`src/rtl/core/tdfa_pkg.sv`:
```
// shared types and constants for the table-driven dfa acceptor
`default_nettype none

package tdfa_pkg;

    localparam int STATE_W  = 6;
    localparam int SYMBOL_W = 8;
    localparam int ACTION_W = 2;
    localparam int CAUSE_W  = 2;
    localparam int CFG_IDX_W = 2;
    localparam int ENTRY_W  = STATE_W + 1;

    localparam logic [ACTION_W-1:0] ACT_LOAD   = 2'd0;
    localparam logic [ACTION_W-1:0] ACT_MARK   = 2'd1;
    localparam logic [ACTION_W-1:0] ACT_FEED   = 2'd2;
    localparam logic [ACTION_W-1:0] ACT_FINISH = 2'd3;

    localparam logic [CAUSE_W-1:0] CAUSE_NONE      = 2'd0;
    localparam logic [CAUSE_W-1:0] CAUSE_MISSING   = 2'd1;
    localparam logic [CAUSE_W-1:0] CAUSE_DEAD      = 2'd2;
    localparam logic [CAUSE_W-1:0] CAUSE_NONACCEPT = 2'd3;

    localparam logic [CFG_IDX_W-1:0] CFG_START     = 2'd0;
    localparam logic [CFG_IDX_W-1:0] CFG_DEAD      = 2'd1;
    localparam logic [CFG_IDX_W-1:0] CFG_DEAD_USED = 2'd2;

    localparam logic [STATE_W-1:0] START_RESET = 6'd0;
    localparam logic [STATE_W-1:0] DEAD_RESET  = 6'd63;

    typedef enum logic [1:0] {
        ST_CLEAR,
        ST_IDLE,
        ST_LOOKUP
    } ctrl_state_t;

    typedef struct packed {
        logic clear;
        logic load;
        logic mark;
        logic feed_issue;
        logic feed_apply;
        logic finish;
    } dp_cmd_t;

    typedef struct packed {
        logic clear_last;
    } dp_status_t;

endpackage

`default_nettype wire

```
`src/rtl/core/tdfa_ctrl.sv`:
```
// controller state machine: table clearing, request dispatch, lookup sequencing
`default_nettype none

module tdfa_ctrl (
    input  wire logic                          clk,
    input  wire logic                          rst_n,
    input  wire logic                          start,
    input  wire logic [tdfa_pkg::ACTION_W-1:0] action,
    input  wire tdfa_pkg::dp_status_t          status,
    output tdfa_pkg::dp_cmd_t                  cmd,
    output logic                               busy
);
    import tdfa_pkg::*;

    ctrl_state_t state_reg;
    ctrl_state_t state_next;
    logic        take;

    always_ff @(posedge clk or negedge rst_n)
    begin
        if (!rst_n)
        begin
            state_reg <= ST_CLEAR;
        end
        else
        begin
            state_reg <= state_next;
        end
    end

    assign take = start && (state_reg == ST_IDLE);

    // next state
    always_comb
    begin
        state_next = state_reg;
        case (state_reg)
            ST_CLEAR:
            begin
                if (status.clear_last)
                begin
                    state_next = ST_IDLE;
                end
            end
            ST_IDLE:
            begin
                if (take && action == ACT_FEED)
                begin
                    state_next = ST_LOOKUP;
                end
            end
            ST_LOOKUP:
            begin
                state_next = ST_IDLE;
            end
            default:
            begin
                state_next = ST_CLEAR;
            end
        endcase
    end

    // outputs
    always_comb
    begin
        busy            = 1'b1;
        cmd             = '0;
        case (state_reg)
            ST_CLEAR:
            begin
                cmd.clear = 1'b1;
            end
            ST_IDLE:
            begin
                busy           = 1'b0;
                cmd.load       = take && action == ACT_LOAD;
                cmd.mark       = take && action == ACT_MARK;
                cmd.feed_issue = take && action == ACT_FEED;
                cmd.finish     = take && action == ACT_FINISH;
            end
            ST_LOOKUP:
            begin
                cmd.feed_apply = 1'b1;
            end
            default:
            begin
                busy = 1'b1;
            end
        endcase
    end

endmodule

`default_nettype wire

```
`config.mk`:
```
export PLATFORM = sky130hd
export DESIGN_NAME = tdfa_ctrl
export DESIGN_NICKNAME = d
export VERILOG_FILES = /design/src/rtl/core/tdfa_pkg.sv /design/src/rtl/core/tdfa_ctrl.sv
export SDC_FILE = /design/constraint.sdc
export NUM_CORES = 1
export LEC_CHECK = 0
export BUFFER_PORTS_ARGS = -buffer_cell sky130_fd_sc_hd__buf_2
export CAP_MARGIN = 20
export CORE_AREA = 2 2 39 41
export DETAILED_ROUTE_END_ITERATION = 8
export DIE_AREA = 0 0 41 43
export SYNTH_ARGS = -nofsm -noshare
export SYNTH_HDL_FRONTEND = slang
export SYNTH_SLANG_ARGS = --single-unit
```
`constraint.sdc`:
```
create_clock -name clk -period 1.3 [get_ports clk]
set_input_delay 0.065 -clock clk [delete_from_list [all_inputs] [get_ports clk]]
set_output_delay 0.065 -clock clk [all_outputs]
set_load 0.01 [all_outputs]
```
# After elaboration in Yosys (flattened, before gate mapping)
# Cells that the tools add are included.
[totals]
output_inout_bits = 7
reg_bits = 2
input_bits = 6
[classes]
eq_ne = 7
reduce_logical = 8
mux = 8
[ops]
columns = ["cell", "count"]
rows = [
  ["$eq 2x2->1 const B", 3],
  ["$pmux 2 s3", 1],
  ["$logic_and 1x1->1", 5],
  ["$eq 2x1->1 const B", 2],
  ["$logic_not 2->1", 2],
  ["$mux 1", 4],
  ["$mux 2", 2],
  ["$mux 3", 1],
  ["$ne 2x1->1 const B", 1],
  ["$ne 2x2->1 const B", 1],
  ["$reduce_and 2->1", 1],
]

# Depth between registers and ports, before layout
[depth]
depth_word = 5
ltp_mapped = 2
mapped_depth_nobuf = 2

# Worst setup path after synthesis
# No wires, ideal clock.
[synth_timing]
path_kind = "reg2out"
from = "register state_reg[1]"
to = "output port cmd[0] (netlist name)"
setup_slack_ns = 0.408
t_arrival_ns = 0.827
n_path_buf = 0
stages_incl_launch_ff = 3
required_ns = 1.235
cell_sequence = "dfrtp_1 nand3b_4 nor3_1"
[synth_lines]
columns = ["item", "line", "rtl"]
rows = [
  ["from (decl)", "tdfa_ctrl.sv:15", "ctrl_state_t state_reg;"],
  ["from (signal assigned)", "tdfa_ctrl.sv:27", "state_reg <= state_next;"],
  ["to (decl)", "tdfa_ctrl.sv:10", "output tdfa_pkg::dp_cmd_t cmd,"],
]

==> impl_metrics.env <==
export IMPL_fmax_mhz=855
export IMPL_synth_top_area_cell="dfrtp_1"
export IMPL_slowest_delay_ns=0.40
export IMPL_h_tree_depth=1
export IMPL_power_switching_mw=0.136
export IMPL_drcViolationCount=0
export IMPL_grt_pass1_vias=161
export IMPL_seqPwrFrac_pct=27.9
export IMPL_io_pins=13
export IMPL_r2r_slack_ns=0.48
export IMPL_ys_ff_latch=2
export IMPL_r2r_cells=2
export IMPL_grt_max_degree=6
export IMPL_numPortBuffers=12
export IMPL_crit_fanout=5
export IMPL_setup_viol=0
export IMPL_cts_root_buf="clkbuf_4"
export IMPL_mostFrequentLayoutCells="buf_2 (12), nor3_1 (5), clkbuf_4 (3)"
export IMPL_finalHoldViolations=0
export IMPL_gp_congestion=0.500
export IMPL_yosys_warnings=0
export IMPL_synth_distinct_cells=9
export IMPL_cp_arrival_ns=1.10
export IMPL_hold_end="state_reg[1]$_DFFE_PN0P_"
export IMPL_nFillCells=165
export IMPL_cts_setup_buffers=0
export IMPL_hold_start="action[0]"
export IMPL_drv_cap=0
export IMPL_syn_nets=22
export IMPL_num_vias=164
export IMPL_min_period_ns=1.17
export IMPL_yosysSeqAreaShare_pct=35.7
export IMPL_leakagePower_nw=0.150
export IMPL_synth_top_area_share_pct=35.7
export IMPL_netlist_area_sq_um=140
export IMPL_slew_violations=0
export IMPL_finalClockSkew_ns=0.00286
export IMPL_regToRegStartpoint="state_reg[1]$_DFFE_PN0P_"
export IMPL_cts_tree="built"
export IMPL_dieArea_sq_mm=0.00176
export IMPL_timing_hold_ws_ns=0.0637
export IMPL_die_x_microns=41
export IMPL_drt_iter0_markers=3
export IMPL_gr_total_overflow=0
export IMPL_critPathSlowestCell="dfrtp_1"
export IMPL_clk_path_buf_depth=2
export IMPL_p_clk_share_pct=34.5
export IMPL_comb_power_share_pct=37.5
export IMPL_area_growth_pct=80.4
export IMPL_core_sq_mm=0.00138
export IMPL_avgViaCountPerCell=3.42
export IMPL_final_net_count=40
export IMPL_insertedDiodeCount=0
export IMPL_worstSetupPathType="flop to output pin"
export IMPL_fp_dieH_microns=43
export IMPL_cts_inserted_buffers=3
export IMPL_worstMarginPinSlew_ns=0.193
export IMPL_wl_microns=374
export IMPL_status="finished, final reports clean"
export IMPL_grt_pass1_wl_microns=531
export IMPL_final_common_cell="buf_2"
export IMPL_largest_register_ffs=2
export IMPL_drt_wirelength_per_cell_microns=7.79
export IMPL_dp_hpwl_microns=296
export IMPL_antenna_found_initial=0
export IMPL_p_int_mw=0.256
export IMPL_avgSynthCellArea_sq_um=8.76
export IMPL_clk_pin_slew_ns=0.03
export IMPL_finalCritPeriodShare_pct=89.9
export IMPL_initial_core_util_pct=10.1
export IMPL_placementRows=14
export IMPL_tns_ns=0
export IMPL_rsz0062_at_grt="false"
export IMPL_hold_depth=2
export IMPL_ant_nets=0
export IMPL_met2WireLength_microns=212
export IMPL_drive_gt1_share_pct=53.1
export IMPL_netlist_top_cells_area="dfrtp_1 (36%), nor3_1 (18%), nand3b_4 (14%)"
export IMPL_powerDensity_mw_per_mm2=1550
export IMPL_end_kind="output pin"
export IMPL_insertion_delay_ns=0.22
export IMPL_worstReg2RegEnd="state_reg[1]$_DFFE_PN0P_"
export IMPL_top_layer="met3"
export IMPL_cp_required_ns=1.24
export IMPL_hold_path_class="input pin to flop"
export IMPL_synth_cells=16
export IMPL_cp_cell_sequence="nand3b_4 -> nor3_1 -> buf_2"
export IMPL_wl_met3_microns=33
export IMPL_p_sw_share_pct=34.7
export IMPL_relSlewSlack_pct=87.1
export IMPL_start_kind="flop"
export IMPL_max_vdd_ir_drop_mv=0.272
export IMPL_grt_total_usage_pct=5.43
export IMPL_clock_sinks=2
export IMPL_drt_pass1_iterations=2
export IMPL_wl_met1_microns=128
worst max path at each step:
stage                             start     end  cells past startpoint
2_1_floorplan  state_reg[1]$_DFFE_PN0P_  cmd[0]                      2
3_3_place_gp   state_reg[1]$_DFFE_PN0P_  cmd[0]                      3
3_5_place_dp   state_reg[1]$_DFFE_PN0P_  cmd[3]                      3
4_1_cts        state_reg[1]$_DFFE_PN0P_  cmd[3]                      3
5_1_grt        state_reg[1]$_DFFE_PN0P_  cmd[3]                      3
6_report       state_reg[1]$_DFFE_PN0P_  cmd[0]                      3
cells in the mapped netlist:
cell	count
nor2_1	2
and3b_1	1
nor3_1	5
nand2b_1	1
inv_1	2
and2b_2	1
o22ai_1	1
nand3b_4	1
dfrtp_1	2
area by class of cell:
| class | instances | area, sq um | share of cell area (%) |
|---|---|---|---|
| Tap cell | 16 | 20.0 | 7.92 |
| Timing Repair Buffer | 13 | 70.1 | 27.7 |
| Multi-Input combinational cell | 12 | 82.6 | 32.7 |
| Inverter | 2 | 7.51 | 2.97 |
| Sequential cell | 2 | 50.0 | 19.8 |
| Clock buffer | 3 | 22.5 | 8.91 |
logic make-up after synthesis:
group,share of synthesized area (%)
buffers and inverters,5.36
flip-flops,35.7
AO/OA/AOI/OAI,4.47
AND/OR/NAND/NOR,54.5
critical path, delay by kind of cell (launching register included):
kind / cells / cell delay (ns)
simple gates: 2 / 0.33
flops: 1 / 0.40
buf+inv: 1 / 0.15
timing repair:
action,CTS,global route
resized for setup,0,0
endpoints found under the hold margin,2,0
hold buffers,1,0
power by group through the flow:
| stage | logic [mW] | clock network (mW) | registers, mW |
|---|---|---|---|
| 2_1_floorplan | 0.0887 | 0 | 0.105 |
| 6_report | 0.147 | 0.135 | 0.109 |
| 5_1_grt | 0.166 | 0.154 | 0.113 |
| 4_1_cts | 0.150 | 0.147 | 0.109 |
| 3_5_place_dp | 0.148 | 0 | 0.109 |
| 3_3_place_gp | 0.146 | 0 | 0.109 |
per-layer routing:
metal | vias to the layer above | global-route usage, %
met4 | 0 | 8.00
met1 | 70 | 3.87
li1 | 89 | -
met2 | 5 | 6.56
met3 | 0 | 4.71
met5 | - | 0
stage by stage:
step / power (mW) / area, sq um / worst slack (ns) / utilization, % / std cells
global route: 0.433 / 253 / 0.0533 / 18.3 / 48
global placement: 0.255 / 220 / 0.379 / 15.9 / 44
detailed placement: 0.257 / 220 / 0.354 / 15.9 / 44
CTS: 0.405 / 253 / 0.105 / 18.3 / 48
floorplan: 0.194 / 140 / 0.408 / - / 16
finish: 0.392 / 253 / 0.131 / 18.3 / 48
No activity file was read; power rests on OpenSTA's default activity.
